<file path="src/hdl/ist_ram.sv">
// Generic single-port-write, single-port-read RAM with registered read.
// No dependencies.
`default_nettype none
module ist_ram #(
    parameter int WIDTH = 8,
    parameter int DEPTH = 16
) (
    input  wire logic                     clk,
    input  wire logic                     we,
    input  wire logic [$clog2(DEPTH)-1:0] waddr,
    input  wire logic [WIDTH-1:0]         wdata,
    input  wire logic [$clog2(DEPTH)-1:0] raddr,
    output logic      [WIDTH-1:0]         rdata
);
    logic [WIDTH-1:0] mem [DEPTH];

    always_ff @(posedge clk)
    begin
        if (we)
        begin
            mem[waddr] <= wdata;
        end
        rdata <= mem[raddr];
    end
endmodule
`default_nettype wire

</file>
<file path="config.mk">
export PLATFORM = sky130hd
export DESIGN_NAME = ist_ram
export DESIGN_NICKNAME = d
export VERILOG_FILES = /design/src/hdl/ist_ram.sv
export SDC_FILE = /design/constraint.sdc
export NUM_CORES = 1
export LEC_CHECK = 0
export BUFFER_PORTS_ARGS = -buffer_cell sky130_fd_sc_hd__buf_2
export CELL_PAD_IN_SITES_DETAIL_PLACEMENT = 1
export CELL_PAD_IN_SITES_GLOBAL_PLACEMENT = 2
export CORE_MARGIN = 3
export CORE_UTILIZATION = 52
export CTS_BUF_LIST = sky130_fd_sc_hd__clkbuf_4 sky130_fd_sc_hd__clkbuf_8 sky130_fd_sc_hd__clkbuf_16
export DETAILED_ROUTE_END_ITERATION = 10
export PLACE_DENSITY_LB_ADDON = 0.1
export SYNTH_ARGS = -nofsm -noshare
export SYNTH_HDL_FRONTEND = slang
export SYNTH_SLANG_ARGS = --single-unit
</file>
<file path="constraint.sdc">
create_clock -name clk -period 3.4 [get_ports clk]
set_input_delay 0.68 -clock clk [delete_from_list [all_inputs] [get_ports clk]]
set_output_delay 0.68 -clock clk [all_outputs]
set_load 0.005 [all_outputs]
</file>
==> out/summary.txt, run 1 <==
Placed Instances: 381
post-layout util: 63.4%
IO Pins: 26
Slew Limit Fails: 0
GRT Total Usage: 20.5%
Tmin final: 1.96 ns
Area after DPL: 5410 µm²
Clock Sinks: 136
Crit Path Class: in -> reg
Hold-fix buffers, CTS: 0
critical path startpoint: raddr[0]
most frequent cells in the layout: edfxtp_1, buf_2, mux4_2
CTS buffer count: 17
nets: 289
PortBufs: 25
Cells after Synth: 229
Pre-antenna DRT Iters: 4
Pwr Density: 625 nW/µm²
Initial Utilization: 54.7%
die width: 105 µm
Hold Crit Depth: 1
routed vias/inst: 5.75
most common cell after layout, fill and taps aside: edfxtp_1
number of global-route vias before repair: 2611
Pleak: 2.00 nW
Non-Filler Instances: 413
Reg-to-Reg Start: mem[2][3]
status: completed
mux share of post-synthesis cell area: 15.0%
synthesis-to-layout area growth: 15.9%
GRT Residual Overflow: 0
wirelength, routed: 10400 µm
Relative slew margins: 33.6%
antenna cells: 0
Levels on crit path: 5
TNS Setup: 0 ns
XOR/XNOR share of the synthesized area: 0%
design area: 5970 µm²
post-CTS setup buffer count: 0
family with the most delay on the worst path: buffers and inverters
Core Rows: 35
endpoints failing setup: 0
post-cts sizing count: 0
GPL Wtd Cong: 0.727
share of cells above drive strength 1: 29.6%
syn_nets: 247
Max FO, Critical Path: 14
Synth Area in Simple Gates: 3.18%
largest net degree at the start of global routing: 33
Hold Path Class: in -> reg
crit end category: register
min-delay src: wdata[4]
Clock transition at path regs: 0.06 ns
Filler Cell Count: 785
Required @ worst endpoint: 3.78 ns
Critical Path AT: 2.33 ns
clock latency on the worst-skew pair: 0.50 ns
H-tree levels: 4
yosys warns: 0
Yosys cell types: 19
Mapped Avg Cell Area: 22.5 µm²
largest family of logic cells by synthesized area: multiplexers
unrepaired setup endpoints after global routing: no
DRC: 0
FMAX: 0.511 GHz
Detail Placement HPWL: 6370 µm
Die Y: 105 µm
sum of buffers and inverters on the critical path: 2
CP max-delay cell: mux4_1
Hold Violations, Final: 0
Place WS: 0.879 ns
initial antenna violation count: 0
post-synthesis sequential area ratio: 77.8%
clock skew: 0.0108 ns
die area: 11100 µm²
Synth Area in Compound Gates: 2.33%
TritonCTS clock tree: yes
initial DRC count: 154
antenna-violating nets left: 0
fin worst setup slack: 1.44 ns
Worst VDD drop: 373 µV
cells along the critical path: buf_2, buf_4, mux4_1, a22oi_1, nand2_1
first-pass GRT wire length: 16200 µm
Startpoint Class: primary input
Final period util: 57.6%
Seq cells post-synth: 136
WL per Instance: 25.2 µm
Bufs on Longest Clock Path: 2
biggest cell delay along the critical path: 0.59 ns
Root Driver: clkbuf_8
Maximum Capacitance Violations: 0
synthesized area: 5150 µm²
routed vias: 2376
Slew @ Worst Pin: 0.992 ns
R2R cell count: 3
adder-cell share of the synthesized area: 0%
core area: 9420 µm²
## area by class of cell
class | instances | area, µm² | share of cell area [%]
multi-input cells | 83 | 1060 | 17.7
clock buffers | 21 | 457 | 7.66
repair buffers | 33 | 185 | 3.10
flip-flops and latches | 136 | 4000 | 67.1
well taps | 129 | 161 | 2.71
clock inverters | 11 | 101 | 1.70
## Yosys cell counts (all sizes together)
master / n / area (µm²)
edfxtp: 128 / 3840
mux4: 32 / 773
a22oi: 16 / 120
nor2: 13 / 48.8
nand2: 9 / 33.8
dfxtp: 8 / 160
buf: 7 / 56.3
nor3: 4 / 20.0
clkdlybuf4s25: 3 / 30.0
nand2b: 2 / 12.5
nand3b: 2 / 15.0
and2: 1 / 6.26
and2b: 1 / 7.51
nand3: 1 / 5.00
nor2b: 1 / 6.26
or3b: 1 / 8.76
## kinds of logic after synthesis
kind of cell | after synthesis
AND/OR/NAND/NOR | 35
buffers and inverters | 10
flip-flops | 136
multiplexers | 32
AO/OA/AOI/OAI | 16
## path summary, 6_finish.rpt
path               endpoint  slack, ns
setup reg to reg   rdata[3]       2.01
hold reg to reg    rdata[4]       0.68
setup / recovery   rdata[3]       1.44
hold / removal    mem[4][4]       0.56
## metal layers
metal	vias to the layer above	part of all wire [%]	GRT usage, %
met5	-	0	0
met4	0	0.41	5.00
met3	4	7.9	4.84
met2	85	51	33.2
met1	1228	41	28.6
li1	1059	-	-
## worst register-to-register path: cells and delay by family, from the launching register on
kind             cells  cell delay (ns)
AO/OA/AOI/OAI        1             0.28
AND/OR/NAND/NOR      1             0.10
multiplexers         1             0.51
flip-flops           1             0.38
## report_power, final
group          switching, mW  internal [mW]
logic                 0.0967         0.0694
clock network          0.654           1.02
registers             0.0119           1.88
## sequential cells by signal (all words and copies together), names as in the netlist
| register | count |
|---|---|
| mem | 128 |
| rdata | 8 |
## through the flow
step                      hold WS [ns]  total power [mW]
after global placement           0.654              2.08
final                            0.563              3.73
after detailed placement         0.666              2.09
after floorplan                  0.629              2.01
after global routing             0.554              3.87
after CTS                        0.548              3.76
Note: power is estimated with default switching activity, not from simulation.
==> run 2, diff against run 1 <==
Settings changed: CORE_UTILIZATION 52 to 43.
Clock period 3.4 ns to 1.6 ns, I/O delays scaled along.
==> run 2 against run 1 <==
Compared with the run above: register-to-register slack got worse by 1.8 ns; critical path depth up 1; largest cell class unchanged; flip-flop and latch count is the same; die area grew 20%; worst setup slack got worse by 1.3 ns; largest power group unchanged; total power grew 120%; via count increased by 3.8%; count of clock-buffer cells in the layout shrank 1; sequential power increased by 110%; worst hold slack got worse by 0.26 ns; clock power rose by 130%; sequential share of layout area down 2.6 points; highest routed layer unchanged.
==> out/summary.txt, run 2 (synthesis results as in run 1) <==
wirelength, routed: 10700 µm (+2.7%)
WL per Instance: 24.0 µm (-4.9%)
Clock transition at path regs: 0.05 ns (about the same)
initial antenna violation count: 0 (unchanged)
antenna cells: 0 (unchanged)
Top Registers: mem x128, rdata x8
Filler Cell Count: 1023 (+30%)
post-cts sizing count: 0 (unchanged)
Crit Path Class: in -> reg
Startpoint Class: primary input
Tmin final: 1.43 ns
Final period util: 89.5%
Hold Path Class: in -> reg
most common cell after layout, fill and taps aside: edfxtp_1
cells along the critical path: buf_2, buf_12, buf_4, mux4_1, a22oi_1, nand2_1
clock latency on the worst-skew pair: 0.41 ns (-0.09 ns)
Detail Placement HPWL: 6820 µm (+7.1%)
CTS buffer count: 17 (unchanged)
Pwr Density: 1320 nW/µm² (+110%)
Largest register FFs: 128 (unchanged)
Initial Utilization: 44.5% (-10 points)
number of global-route vias before repair: 2602 (-0.34%)
most frequent cells in the layout: edfxtp_1, buf_2, buf_4
TNS Setup: 0 ns (unchanged)
die width: 115 µm (+9.4%)
family with the most delay on the worst path: multiplexers
status: completed
Required @ worst endpoint: 1.87 ns (-1.91 ns)
Final Hold Slack: 0.301 ns (-0.262 ns)
Hold Violations, Final: 0 (unchanged)
die area: 13300 µm² (+20%)
antenna-violating nets left: 0 (unchanged)
core area: 11600 µm² (+23%)
Core Rows: 39 (+11%)
synthesis-to-layout area growth: 20.5%
DRC: 0 (unchanged)
H-tree levels: 4 (unchanged)
Slew @ Worst Pin: 0.973 ns (-0.0188 ns)
nets: 308 (+6.6%)
Worst VDD drop: 653 µV (+75%)
sum of buffers and inverters on the critical path: 3 (+1)
biggest cell delay along the critical path: 0.53 ns (-0.06 ns)
Root Driver: clkbuf_16
routed vias/inst: 5.53 (-3.9%)
GPL Wtd Cong: 0.725 (-0.29%)
Place WS: -0.282 ns (-1.16 ns)
post-CTS setup buffer count: 0 (unchanged)
initial DRC count: 239 (+55%)
first-pass GRT wire length: 16300 µm (+0.85%)
Max FO, Critical Path: 11 (-3)
share of cells above drive strength 1: 33.0% (+3.4 points)
clock skew: 0.00727 ns (-0.00350 ns)
crit end category: register
fin worst setup slack: 0.169 ns (-1.27 ns)
CP max-delay cell: mux4_1
IO Pins: 26 (unchanged)
Sequential cell area: 4000 µm² (unchanged)
Area after DPL: 5620 µm² (+4.0%)
Top reg by flops: mem
Bufs on Longest Clock Path: 2 (unchanged)
footprint of the multi-input gates: 1060 µm² (+0.47%)
GRT Total Usage: 17.7% (-2.8 points)
Hold-fix buffers, CTS: 0 (unchanged)
PortBufs: 25 (unchanged)
routed vias: 2467 (+3.8%)
design area: 6200 µm² (+4.0%)
Critical Path AT: 1.70 ns (-0.63 ns)
Slew Limit Fails: 0 (unchanged)
Relative slew margins: 35.0% (+1.4 points)
endpoints failing setup: 0 (unchanged)
Pre-antenna DRT Iters: 4 (unchanged)
FMAX: 0.699 GHz
largest net degree at the start of global routing: 23 (-30%)
Pleak: 2.14 nW (+6.9%)
unrepaired setup endpoints after global routing: no
Clock Sinks: 136 (unchanged)
Die Y: 115 µm (+9.4%)
Maximum Capacitance Violations: 0 (unchanged)
GRT Residual Overflow: 0 (unchanged)
TritonCTS clock tree: yes
==> run 2: routing by layer <==
layer	track usage [%]	vias up	wire length, µm	share of wire [%]
li1	-	1095	-	-
met1	24.4	1313	4810	45
met2	27.6	49	5420	51
met3	5.22	10	365	3.4
met4	5.40	0	114	1.1
met5	0	-	0	0
==> run 2: report_power, final <==
| part | internal, mW | total (mW) | switching, mW |
|---|---|---|---|
| clock network | 2.46 | 3.79 | 1.33 |
| logic | 0.179 | 0.394 | 0.215 |
| registers | 3.99 | 4.01 | 0.0250 |
==> run 2: final timing paths <==
| check | start | end | slack, ns | cells after the start |
|---|---|---|---|---|
| max reg2reg | mem[9][4] | rdata[4] | 0.19 | 3 |
| min | wdata[4] | mem[5][4] | 0.30 | 1 |
| min reg2reg | mem[15][0] | rdata[0] | 0.67 | 3 |
| max | raddr[0] | rdata[2] | 0.17 | 6 |
==> run 2: worst reg2reg max path: cells and delay by family (launching register included) <==
kind	cells	cell delay (ns)
muxes	1	0.51
and+or+nand+nor	1	0.09
AOI/OAI and AO/OA	1	0.34
DFF	1	0.35
==> run 2: metrics by stage <==
stage / cells / power [mW] / util, %
global route: 446 / 8.49 / 53.6
CTS: 446 / 8.30 / 53.6
global placement: 414 / 4.48 / 48.6
floorplan: 229 / 4.28 / -
detailed placement: 414 / 4.49 / 48.6
finish: 446 / 8.19 / 53.6
==> run 2: cell type report <==
cell class	count	share of cell area (%)
sequential	136	64.5
tap	143	2.88
clock buffer	20	7.22
multi-input combinational	83	17.1
timing repair buffer	52	6.09
clock inverter	12	2.14
==> run 3, diff against run 2 <==
Settings changed: CTS_CLUSTER_SIZE from default to 8, REMOVE_ABC_BUFFERS from default to 1.
Clock period 1.6 ns to 1.2 ns, I/O delays scaled along.
==> run 3 against run 2 <==
Compared with the run above: the flow now finishes with violations (negative setup slack); critical path depth shrank 3; clock power grew 31%; first-iteration DRC count shrank 58%; routed wire length grew 2.9%; global-route usage grew 1.0 points; clock skew grew 0.0068 ns; flip-flop and latch count is the same; die area is the same; register-to-register slack lost 0.27 ns; sequential share of layout area shrank 1.0 points; non-clock buffer count grew 11; largest cell class unchanged.
==> out/summary.txt, run 3 (synthesis results as in run 1) <==
status: complete, but fails checks
failing checks: negative setup slack
Min-Delay Endpoint: mem[6][6]
Reg-to-Reg Start: mem[3][0]
Area after DPL: 5710 µm² (+1.6%)
Clock Sinks: 136 (unchanged)
routed vias: 2487 (+0.81%)
Slew @ Worst Pin: 0.662 ns (-0.312 ns)
Top reg by flops: mem
Hold Violations, Final: 0 (unchanged)
IO Pins: 26 (unchanged)
Seq pwr share: 49.0% (about the same)
Maximum Capacitance Violations: 0 (unchanged)
Pre-antenna DRT Iters: 4 (unchanged)
Filler Cell Count: 1017 (-0.59%)
Critical Path AT: 1.57 ns (-0.13 ns)
min-delay src: wdata[6]
Hold Crit Depth: 1 (unchanged)
crit end category: register
Place WS: -0.589 ns (-0.307 ns)
DRC: 0 (unchanged)
footprint of the multi-input gates: 1070 µm² (+0.82%)
antenna-violating nets left: 0 (unchanged)
design area: 6310 µm² (+1.7%)
die area: 13300 µm² (unchanged)
wirelength, routed: 11000 µm (+2.9%)
GPL Wtd Cong: 0.725 (about the same)
most frequent cells in the layout: edfxtp_1, buf_4, mux4_2
die width: 115 µm (unchanged)
routed vias/inst: 5.44 (-1.6%)
Max FO, Critical Path: 1 (-10)
r2r setup slk: -0.08 ns (-0.27 ns)
share of cells above drive strength 1: 44.9% (+12 points)
Initial Utilization: 44.5% (unchanged)
Sequential cell area: 4010 µm² (about the same)
R2R cell count: 3 (unchanged)
Clock transition at path regs: 0.06 ns (about the same)
Startpoint Class: register
initial DRC count: 100 (-58%)
largest net degree at the start of global routing: 21 (-8.7%)
core area: 11600 µm² (unchanged)
sw frac: 21.7% (+2.6 points)
reg2reg end: rdata[0]
number of global-route vias before repair: 2726 (+4.8%)
CTS buffer count: 17 (unchanged)
Pwr Density: 1730 nW/µm² (+31%)
GRT Residual Overflow: 0 (unchanged)
Comb pwr share: 5.5% (+0.7 points)
Core Rows: 39 (unchanged)
Root Driver: clkbuf_16
WL per Instance: 24.1 µm (+0.43%)
clock skew: 0.0141 ns (+0.00679 ns)
Crit Path Class: reg -> reg
H-tree levels: 4 (unchanged)
antenna cells: 0 (unchanged)
Tmin final: 1.28 ns
Worst VDD drop: 1340 µV (+110%)
PortBufs: 25 (unchanged)
Pleak: 2.13 nW (-0.36%)
FMAX: 0.783 GHz
Cell Int Power: 8.54 mW (+29%)
unrepaired setup endpoints after global routing: yes
Largest register FFs: 128 (unchanged)
Top Registers: mem x128, rdata x8
synthesis-to-layout area growth: 22.5%
Hold Path Class: in -> reg
Overall Power: 10.9 mW (+33%)
Hold-fix buffers, CTS: 0 (unchanged)
Detail Placement HPWL: 7290 µm (+7.0%)
Relative slew margins: 55.7% (+21 points)
clock power share: 45.5% (-0.7 points)
fin worst setup slack: -0.0770 ns (-0.246 ns)
first-pass GRT wire length: 16900 µm (+3.9%)
most common cell after layout, fill and taps aside: edfxtp_1
Switching Power: 2.37 mW (+52%)
post-CTS setup buffer count: 0 (unchanged)
GRT Total Usage: 18.7% (+1.0 points)
post-layout util: 54.5% (+0.89 points)
Final period util: 106%
clock latency on the worst-skew pair: 0.42 ns (about the same)
Required @ worst endpoint: 1.50 ns (-0.37 ns)
Slew Limit Fails: 0 (unchanged)
TritonCTS clock tree: yes
Die Y: 115 µm (unchanged)
Final Hold Slack: 0.210 ns (-0.0903 ns)
nets: 319 (+3.6%)
initial antenna violation count: 0 (unchanged)
Bufs on Longest Clock Path: 2 (unchanged)
endpoints failing setup: 8 (+8)
run 3: changes by cell type in the layout (fill, tap and decap cells not counted), moves of 6 or more:
cell     delta
mux4_2     +13
buf_4      +10
a22oi_1    -12
a22oi_2    +12
mux4_1     -13
inv_6       +6
run 3: worst max-delay path: stages (launching register included):
cell	delay (ns)
edfxtp_1	0.37
mux4_2	0.50
a22oi_2	0.19
nand2_1	0.10
run 3: worst max path at each step:
stage	from	slack [ns]	endpoint	depth (start not counted)
CTS	mem[3][0]	-0.09	rdata[0]	3
finish	mem[3][0]	-0.08	rdata[0]	3
global placement	raddr[0]	-0.57	rdata[1]	6
floorplan	waddr[2]	-0.53	mem[0][0]	2
detailed placement	raddr[0]	-0.59	rdata[1]	6
global route	mem[3][0]	-0.14	rdata[0]	3
run 3: metrics by stage:
| step | std cells | setup TNS, ns |
|---|---|---|
| 5_1_grt | 457 | -0.750 |
| 3_5_place_dp | 425 | -27.07 |
| 6_report | 457 | -0.280 |
| 2_1_floorplan | 219 | -16.46 |
| 3_3_place_gp | 425 | -24.69 |
| 4_1_cts | 457 | -0.451 |
run 3: per-layer routing:
metal  track usage (%)  share of wire [%]  vias up
li1                  -                  -     1111
met1              25.2                 43     1279
met2              28.7                 48       81
met3              5.69                6.4       16
met4              7.82                2.0        0
met5                 0                  0        -
run 3: power by group through the flow:
stage | logic (mW) | clock network, mW | registers (mW)
final | 0.598 | 4.97 | 5.35
after global routing | 0.658 | 5.32 | 5.35
after CTS | 0.607 | 5.08 | 5.35
after floorplan | 0.213 | 0 | 5.43
after global placement | 0.565 | 0 | 5.44
after detailed placement | 0.577 | 0 | 5.44
run 3: what timing repair did:
action / in CTS / in global routing
endpoints found under the setup margin: 9 / 8
resized for setup: 20 / 7
pin swaps: 12 / 3
run 3: final cells by class:
cell class / instances / share of cell area (%)
clock buffer: 18 / 6.96
timing repair buffer: 63 / 7.50
sequential: 136 / 63.5
clock inverter: 14 / 2.20
tap: 143 / 2.84
multi-input combinational: 83 / 17.0
