[src/hdl/ist_pkg.sv]
// Package for the interval set tracker: sizes, codes and shared types.
// No dependencies.
`default_nettype none
package ist_pkg;
    localparam int MAX_INTERVALS = 64;
    localparam int COORD_BITS    = 32;
    localparam int IDX_BITS      = $clog2(MAX_INTERVALS);
    localparam int CNT_BITS      = $clog2(MAX_INTERVALS + 1);
    localparam int ENTRY_BITS    = 2 * COORD_BITS;

    typedef logic [COORD_BITS-1:0] coord_t;
    typedef logic [IDX_BITS-1:0]   idx_t;
    typedef logic [CNT_BITS-1:0]   cnt_t;

    typedef enum logic [1:0] {
        OP_ADD    = 2'd0,
        OP_REMOVE = 2'd1,
        OP_QUERY  = 2'd2,
        OP_NONE   = 2'd3
    } op_t;

    typedef enum logic [1:0] {
        ST_DONE  = 2'd0,
        ST_FULL  = 2'd1,
        ST_EMPTY = 2'd2
    } status_t;

    typedef struct packed {
        logic [1:0] operation;
        logic [31:0] left;
        logic [31:0] right;
    } req_t;

    typedef struct packed {
        logic       covered;
        logic [1:0] status;
    } rsp_t;

    typedef struct packed {
        logic    we;
        idx_t    waddr;
        logic [ENTRY_BITS-1:0] wdata;
        idx_t    raddr;
    } mem_ctl_t;
endpackage
`default_nettype wire

[src/hdl/ist_if.sv]
// Valid/ready channel interface carrying one transaction payload.
// Depends on ist_pkg, which gives the payload types.
`default_nettype none
interface ist_req_if;
    logic          valid;
    logic          ready;
    ist_pkg::req_t payload;
    modport source (output valid, output payload, input ready);
    modport sink   (input valid, input payload, output ready);
endinterface

interface ist_rsp_if;
    logic          valid;
    logic          ready;
    ist_pkg::rsp_t payload;
    modport source (output valid, output payload, input ready);
    modport sink   (input valid, input payload, output ready);
endinterface
`default_nettype wire

[src/hdl/ist_ctrl.sv]
// Sequencer: scans the interval table, then shifts and writes it.
// Depends on ist_pkg and ist_if; drives the table RAM through a mem_ctl_t bundle.
`default_nettype none
module ist_ctrl (
    input  wire logic                           clk,
    input  wire logic                           rst_n,
    ist_req_if.sink                             req,
    ist_rsp_if.source                           rsp,
    output ist_pkg::mem_ctl_t                   mem,
    input  wire logic [ist_pkg::ENTRY_BITS-1:0] rdata
);
    typedef enum logic [2:0] {
        S_IDLE, S_SCAN_I, S_SCAN_J, S_DECIDE, S_MOVE, S_WRITE, S_RESP
    } state_t;

    state_t               state_reg;
    ist_pkg::cnt_t        count_reg;
    ist_pkg::cnt_t        ptr_reg;     // next tail entry to read
    ist_pkg::cnt_t        mv_reg;      // destination of the entry arriving this cycle
    ist_pkg::cnt_t        rem_reg;     // tail entries still to read
    ist_pkg::cnt_t        i_reg, j_reg, k_reg;
    logic                 rd_v_reg;
    logic                 up_reg;
    ist_pkg::op_t         op_reg;
    ist_pkg::coord_t      l_reg, r_reg;
    ist_pkg::coord_t      s0_reg, e0_reg, s1_reg, e1_reg;
    logic                 first_reg;
    ist_pkg::rsp_t        out_reg;
    logic                 ov_reg;
    logic                 wsel_reg;

    ist_pkg::coord_t      rs, re;
    ist_pkg::cnt_t        span;
    ist_pkg::cnt_t        dec_k;
    ist_pkg::cnt_t        dec_count;
    ist_pkg::cnt_t        newcount;
    ist_pkg::cnt_t        rd_addr;
    logic                 head_cut;
    logic                 tail_cut;

    assign rs = rdata[ist_pkg::ENTRY_BITS-1:ist_pkg::COORD_BITS];
    assign re = rdata[ist_pkg::COORD_BITS-1:0];
    assign span = ist_pkg::cnt_t'(j_reg - i_reg);
    assign head_cut = (s1_reg < l_reg);
    assign tail_cut = (e1_reg > r_reg);
    assign dec_k = (op_reg == ist_pkg::OP_ADD) ? ist_pkg::cnt_t'(1)
                 : ist_pkg::cnt_t'(head_cut) + ist_pkg::cnt_t'(tail_cut);
    assign dec_count = ist_pkg::cnt_t'(count_reg - span + dec_k);
    assign newcount = ist_pkg::cnt_t'(count_reg - span + k_reg);

    assign req.ready       = (state_reg == S_IDLE) && !ov_reg;
    assign rsp.valid       = ov_reg;
    assign rsp.payload     = out_reg;

    always_comb
    begin
        unique case (state_reg)
            S_SCAN_I: rd_addr = i_reg;
            S_SCAN_J: rd_addr = j_reg;
            default:  rd_addr = ptr_reg;
        endcase
        mem.raddr = rd_addr[ist_pkg::IDX_BITS-1:0];
        mem.we = 1'b0;
        mem.waddr = '0;
        mem.wdata = {s0_reg, e0_reg};
        unique case (state_reg)
            S_MOVE:
            begin
                mem.we = rd_v_reg;
                mem.waddr = ist_pkg::idx_t'(mv_reg);
                mem.wdata = rdata;
            end
            S_WRITE:
            begin
                mem.we = (ist_pkg::cnt_t'(wsel_reg) < k_reg);
                mem.waddr = ist_pkg::idx_t'(i_reg + ist_pkg::cnt_t'(wsel_reg));
                mem.wdata = wsel_reg ? {s1_reg, e1_reg} : {s0_reg, e0_reg};
            end
            default:
            begin
            end
        endcase
    end

    always_ff @(posedge clk or negedge rst_n)
    begin
        if (!rst_n)
        begin
            state_reg <= S_IDLE;
            count_reg <= '0;
            ov_reg    <= 1'b0;
            rd_v_reg  <= 1'b0;
            ptr_reg   <= '0;
            mv_reg    <= '0;
            rem_reg   <= '0;
            i_reg     <= '0;
            j_reg     <= '0;
            k_reg     <= '0;
            up_reg    <= 1'b0;
            op_reg    <= ist_pkg::OP_NONE;
            l_reg     <= '0;
            r_reg     <= '0;
            s0_reg    <= '0;
            e0_reg    <= '0;
            s1_reg    <= '0;
            e1_reg    <= '0;
            first_reg <= 1'b0;
            out_reg   <= '0;
            wsel_reg  <= 1'b0;
        end
        else
        begin
            if (state_reg == S_RESP)
            begin
                ov_reg <= 1'b1;
            end
            else if (rsp.ready)
            begin
                ov_reg <= 1'b0;
            end
            unique case (state_reg)
                S_IDLE:
                begin
                    if (req.valid && !ov_reg)
                    begin
                        op_reg <= ist_pkg::op_t'(req.payload.operation);
                        l_reg  <= req.payload.left;
                        r_reg  <= req.payload.right;
                        out_reg.covered <= 1'b0;
                        i_reg   <= '0;
                        rd_v_reg <= 1'b0;
                        if (req.payload.operation == ist_pkg::OP_NONE)
                        begin
                            out_reg.status <= ist_pkg::ST_DONE;
                            state_reg <= S_RESP;
                        end
                        else if (req.payload.left >= req.payload.right)
                        begin
                            out_reg.status <= ist_pkg::ST_EMPTY;
                            state_reg <= S_RESP;
                        end
                        else
                        begin
                            out_reg.status <= ist_pkg::ST_DONE;
                            state_reg <= S_SCAN_I;
                        end
                    end
                end
                S_SCAN_I:
                begin
                    // read of entry i_reg issued when !rd_v_reg, data checked next cycle
                    if (!rd_v_reg)
                    begin
                        if (i_reg >= count_reg)
                        begin
                            j_reg <= i_reg;
                            state_reg <= (op_reg == ist_pkg::OP_QUERY) ? S_RESP : S_DECIDE;
                        end
                        else
                        begin
                            rd_v_reg <= 1'b1;
                        end
                    end
                    else
                    begin
                        rd_v_reg <= 1'b0;
                        if ((op_reg == ist_pkg::OP_ADD) ? (re < l_reg) : (re <= l_reg))
                        begin
                            i_reg <= i_reg + ist_pkg::cnt_t'(1);
                        end
                        else if (op_reg == ist_pkg::OP_QUERY)
                        begin
                            out_reg.covered <= (rs <= l_reg) && (re >= r_reg);
                            state_reg <= S_RESP;
                        end
                        else
                        begin
                            j_reg <= i_reg;
                            first_reg <= 1'b1;
                            state_reg <= S_SCAN_J;
                        end
                    end
                end
                S_SCAN_J:
                begin
                    if (!rd_v_reg)
                    begin
                        if (j_reg >= count_reg)
                        begin
                            state_reg <= S_DECIDE;
                        end
                        else
                        begin
                            rd_v_reg <= 1'b1;
                        end
                    end
                    else
                    begin
                        rd_v_reg <= 1'b0;
                        if ((op_reg == ist_pkg::OP_ADD) ? (rs <= r_reg) : (rs < r_reg))
                        begin
                            if (first_reg)
                            begin
                                s1_reg <= rs;
                            end
                            first_reg <= 1'b0;
                            e1_reg <= re;
                            j_reg <= j_reg + ist_pkg::cnt_t'(1);
                        end
                        else
                        begin
                            state_reg <= S_DECIDE;
                        end
                    end
                end
                S_DECIDE:
                begin
                    wsel_reg <= 1'b0;
                    k_reg <= dec_k;
                    rd_v_reg <= 1'b0;
                    if (op_reg == ist_pkg::OP_ADD)
                    begin
                        s0_reg <= (span != '0 && head_cut) ? s1_reg : l_reg;
                        e0_reg <= (span != '0 && tail_cut) ? e1_reg : r_reg;
                    end
                    else if (head_cut)
                    begin
                        // pieces: head [s,l) and maybe tail [r,e)
                        s0_reg <= s1_reg;
                        e0_reg <= l_reg;
                        s1_reg <= r_reg;
                    end
                    else
                    begin
                        s0_reg <= r_reg;
                        e0_reg <= e1_reg;
                    end
                    if (op_reg != ist_pkg::OP_ADD && span == '0)
                    begin
                        state_reg <= S_RESP;
                    end
                    else if (dec_count > ist_pkg::cnt_t'(ist_pkg::MAX_INTERVALS))
                    begin
                        out_reg.status <= ist_pkg::ST_FULL;
                        state_reg <= S_RESP;
                    end
                    else if (dec_k == span || j_reg >= count_reg)
                    begin
                        state_reg <= S_WRITE;
                    end
                    else if (dec_k < span)
                    begin
                        // tail moves down, ascending
                        up_reg  <= 1'b0;
                        ptr_reg <= j_reg;
                        mv_reg  <= ist_pkg::cnt_t'(i_reg + dec_k);
                        rem_reg <= ist_pkg::cnt_t'(count_reg - j_reg);
                        state_reg <= S_MOVE;
                    end
                    else
                    begin
                        // tail moves up by one, descending
                        up_reg  <= 1'b1;
                        ptr_reg <= count_reg - ist_pkg::cnt_t'(1);
                        mv_reg  <= count_reg;
                        rem_reg <= ist_pkg::cnt_t'(count_reg - j_reg);
                        state_reg <= S_MOVE;
                    end
                end
                S_MOVE:
                begin
                    if (rd_v_reg)
                    begin
                        mv_reg <= up_reg ? mv_reg - ist_pkg::cnt_t'(1)
                                         : mv_reg + ist_pkg::cnt_t'(1);
                    end
                    if (rem_reg == '0)
                    begin
                        rd_v_reg <= 1'b0;
                        state_reg <= S_WRITE;
                    end
                    else
                    begin
                        rd_v_reg <= 1'b1;
                        ptr_reg <= up_reg ? ptr_reg - ist_pkg::cnt_t'(1)
                                          : ptr_reg + ist_pkg::cnt_t'(1);
                        rem_reg <= rem_reg - ist_pkg::cnt_t'(1);
                    end
                end
                S_WRITE:
                begin
                    if (ist_pkg::cnt_t'(wsel_reg) + ist_pkg::cnt_t'(1) >= k_reg)
                    begin
                        count_reg <= newcount;
                        state_reg <= S_RESP;
                    end
                    wsel_reg <= 1'b1;
                end
                S_RESP:
                begin
                    state_reg <= S_IDLE;
                end
                default:
                begin
                    state_reg <= S_IDLE;
                end
            endcase
        end
    end

    a_count_range: assert property (@(posedge clk) disable iff (!rst_n)
        count_reg <= ist_pkg::cnt_t'(ist_pkg::MAX_INTERVALS))
        else $error("interval count beyond capacity");
    a_no_write_idle: assert property (@(posedge clk) disable iff (!rst_n)
        (state_reg == S_IDLE) |-> !mem.we)
        else $error("table written while idle");
    a_full_no_change: assert property (@(posedge clk) disable iff (!rst_n)
        (ov_reg && out_reg.status != ist_pkg::ST_DONE) |-> $stable(count_reg))
        else $error("count changed on dropped transaction");
    a_rsp_hold: assert property (@(posedge clk) disable iff (!rst_n)
        (rsp.valid && !rsp.ready) |=> (rsp.valid && $stable(rsp.payload)))
        else $error("response changed while waiting");
endmodule
`default_nettype wire

[src/flat_wrapper.sv]
// flat-port wrapper written by rule: the top's interface ports become plain ports
module ist_ctrl_flat 
  (clk, rst_n, mem, rdata, req_valid, req_payload, req_ready, rsp_valid, rsp_payload, rsp_ready);
  ist_req_if req_i ();
  ist_rsp_if rsp_i ();
  input  wire logic clk;
  input  wire logic rst_n;
  output ist_pkg::mem_ctl_t mem;
  input  wire logic [ist_pkg::ENTRY_BITS-1:0] rdata;
  input wire logic [$bits(req_i.valid)-1:0] req_valid;
  input wire logic [$bits(req_i.payload)-1:0] req_payload;
  output wire logic [$bits(req_i.ready)-1:0] req_ready;
  output wire logic [$bits(rsp_i.valid)-1:0] rsp_valid;
  output wire logic [$bits(rsp_i.payload)-1:0] rsp_payload;
  input wire logic [$bits(rsp_i.ready)-1:0] rsp_ready;
  assign req_i.valid = req_valid;
  assign req_i.payload = req_payload;
  assign req_ready = req_i.ready;
  assign rsp_valid = rsp_i.valid;
  assign rsp_payload = rsp_i.payload;
  assign rsp_i.ready = rsp_ready;
  ist_ctrl u_core (.clk(clk), .rst_n(rst_n), .req(req_i), .rsp(rsp_i), .mem(mem), .rdata(rdata));
endmodule
[config.mk]
export PLATFORM = sky130hd
export DESIGN_NAME = ist_ctrl_flat
export DESIGN_NICKNAME = d
export VERILOG_FILES = /design/src/hdl/ist_pkg.sv /design/src/hdl/ist_if.sv /design/src/hdl/ist_ctrl.sv /design/src/flat_wrapper.sv
export SDC_FILE = /design/constraint.sdc
export NUM_CORES = 1
export LEC_CHECK = 0
export BUFFER_PORTS_ARGS = -buffer_cell sky130_fd_sc_hd__buf_2
export CORE_MARGIN = 5
export CORE_UTILIZATION = 25
export CTS_BUF_LIST = sky130_fd_sc_hd__clkbuf_4 sky130_fd_sc_hd__clkbuf_8
export CTS_CLUSTER_DIAMETER = 60
export DETAILED_ROUTE_END_ITERATION = 6
export SLEW_MARGIN = 20
export SYNTH_ARGS = -nofsm -noshare
export SYNTH_HDL_FRONTEND = slang
export SYNTH_SLANG_ARGS = --single-unit
[constraint.sdc]
create_clock -name clk -period 4.9 [get_ports clk]
set_clock_uncertainty 0.05 [all_clocks]
set_input_delay 0 -clock clk [delete_from_list [all_inputs] [get_ports clk]]
set_output_delay 0 -clock clk [all_outputs]
set_load 0.02 [all_outputs]
==> results.cfg <==
[flow_run]
drv_cap = 0

[cells_and_area]
fin_area_sq_um = 26400
final_cells = 3942
nets = 3257
final_layout_size_suffix_gt1_frac = 0.214
areaGrowthSynthToFinish_pct = 29.5

[cts]
insertion_delay_ns = 0.67
cts.clk_slew.worst_paths_ns = 0.06
clockRootBuffer = clkbuf_8
cts_tree = yes
cts-buffers-inserted = 51
clk_path_buf_depth = 3
clkSinkCount = 247
htreeDepth = 2

[pwr]
power-per-cell-area_nw_per_um2 = 743
vdd_ir_drop_max_v = 0.000481
p_total_w = 0.0196
p_leak_nw = 12.7

[synthesis]
synth.yosys.seq_area_share = 0.303
synthArstFlopShare = 1.00
yosys_warnings = 0
syn_nets = 2814
synth_top_area_frac = 0.301
synth_area_sq_um = 20400
synth_top_cells_by_area = dfrtp_1 30%, ha_1 17%, nand2_1 6.8%
synth_area_leader_cell = dfrtp_1
synth-edff-count = 0
postSynthAreaPerCell_sq_um = 8.52
syn_inst = 2396
ys_ff_latch = 247
ys_types = 85
synth_ff_type = dfrtp_1

[sta]
period_share = 0.970
finalSetupViolCount = 0
relSlewSlack = 0.275
hold_slack_ns = 0.0863
fmax_mhz = 210
rsz0062_at_grt = yes
hold_viol = 0
slew_viol_final = 0
worstMarginPinSlew_ns = 1.09
fin_crit_ns = 4.75

[global_routing]
grt_pass1_wl_mm = 125
grt_max_degree = 97
grt_pass1_vias = 19916
overflow = 0
grt_usage = 0.184
antenna_found_initial = 9

[die]
core_area_sq_um = 80700
num_rows = 104
dieWidth_um = 296
start_util = 0.253
die-height_um = 296
boundaryPins = 216
dieArea_sq_um = 87400

[drt]
totalWireLength_mm = 83.2
drc = 0
antenna_left = 0
num_vias = 20407
wl_per_cell_um = 21.1
firstDrtPassIters = 6
drtIter0Drc = 1837
viasPerCell = 5.18

[placement]
gp_congestion = 0.939
dp_cells = 3706
dp_hpwl_mm = 61.4
port-buffer-count = 215
postPlaceCellArea_sq_um = 23600

[status]
status = finished, final reports clean

[setup_path]
cp-end-kind = register
start_kind = register
worst-path-max-fanout = 5
crit_type = register to register
crit_required_ns = 5.39
critical_path_arrival_ns = 5.25

[worst_hold_path]
min_path_type = input port to register
-- where the power goes --
| group | internal, W | switching, W |
|---|---|---|
| combinational | 0.00527 | 0.00795 |
| sequential | 0.00297 | 0.000925 |
| clock | 0.00148 | 0.00105 |
| total | 0.00971 | 0.00993 |
-- what timing repair did --
action,in CTS,in global routing
pin swaps,11,24
hold buffers,134,0
endpoints found under the hold margin,232,0
cloned,1,0
gates resized for setup,20,26
buffers inserted,4,1
setup endpoints to repair,19,23
-- layer usage --
layer | wire length (um) | share of wire | global-route usage
met5 | 13 | 0.00016 | 0
met2 | 39000 | 0.47 | 0.305
met4 | 2260 | 0.027 | 0.0511
met3 | 6140 | 0.074 | 0.0407
met1 | 35800 | 0.43 | 0.244
-- logic make-up after synthesis --
| logic type | Yosys count | share of synthesized area |
|---|---|---|
| AND/OR/NAND/NOR | 780 | 0.180 |
| multiplexers | 122 | 0.0657 |
| buffers and inverters | 275 | 0.0537 |
| adder cells (fa/ha/maj) | 284 | 0.177 |
| XOR/XNOR | 34 | 0.0153 |
| AO/OA/AOI/OAI | 654 | 0.205 |
| flip-flops | 247 | 0.303 |
-- Yosys cell counts (all sizes together), types with 15 or more instances --
cell type / number
a22oi: 66
inv: 159
mux2: 77
dfrtp: 245
or3b: 32
clkbuf: 90
a211oi: 15
nand2: 369
nand4: 68
ha: 276
a21oi: 154
nand3: 37
nand2b: 16
mux2i: 45
nor2b: 16
o221ai: 39
nor3: 27
buf: 26
o21ai: 211
xnor2: 25
a21o: 40
nor2: 143
-- area by class of cell --
cell class              count  area (sq um)
diodes                      8          20.0
clock buffers              79           981
clock inverters             9           163
fillers                  8475         54300
inverters                 159           597
multi-input cells        1874         13400
flip-flops and latches    247          6180
well taps                1060          1330
repair buffers            506          3740
-- path summary, 6_finish.rpt --
path / start / slack (ns) / cells after the start / to
setup / recovery: u_core.s1_reg[6] / 0.15 / 23 / u_core.ptr_reg[0]
hold / removal: req_payload[56] / 0.09 / 3 / u_core.l_reg[24]
setup reg to reg: u_core.s1_reg[6] / 0.15 / 23 / u_core.ptr_reg[0]
hold reg to reg: u_core.s0_reg[8] / 0.42 / 2 / u_core.s0_reg[8]
max in group asynchronous: rst_n / 3.28 / 4 / u_core.e1_reg[14]
min in group asynchronous: rst_n / 0.36 / 3 / u_core.k_reg[0]
-- metrics by stage --
step                      utilization  setup WS (ns)  setup TNS, ns
after floorplan                     -       0.000511              0
after global placement          0.293         -0.119         -0.899
after detailed placement        0.293        -0.0680         -0.448
after CTS                       0.326        0.00335              0
after global routing            0.327        -0.0468         -0.270
final                           0.328          0.145              0
-- worst max-delay path: stages (launching register included) --
cell and delay [ns]:
dfrtp_1 0.38, ha_1 0.32, buf_6 0.13, a2111oi_4 0.33
buf_4 0.18, o21ai_4 0.06, a2111oi_4 0.33, buf_4 0.17
o21bai_4 0.05, inv_2 0.09, ha_4 0.22, nor2_4 0.09
inv_2 0.06, ha_4 0.15, buf_4 0.12, a21o_1 0.15
or3_1 0.36, a21oi_1 0.15, and4_1 0.20, a2111o_1 0.15
a31oi_4 0.15, clkbuf_16 0.19, or2_4 0.27, a211o_1 0.26
-- placed cells by master, fill, tap and decap left out, types with 11 or more instances in the layout --
master	n
clkbuf_8	62
nand2_1	367
mux2_2	71
dfrtp_1	245
or3b_1	22
nor3_1	23
nand2b_1	16
buf_2	214
mux2i_1	45
nor4_1	12
inv_1	152
xnor2_1	25
a211oi_1	13
nand3_1	36
o21a_1	14
dlygate4sd3_1	133
a21oi_1	150
nand4_1	68
nor2_1	138
clkbuf_4	17
and4_1	11
a21o_1	39
nor2b_1	16
o21ai_0	199
a22oi_1	66
o31ai_1	13
buf_4	145
o221ai_1	39
ha_1	272
Power figures use the tool's default switching activity.
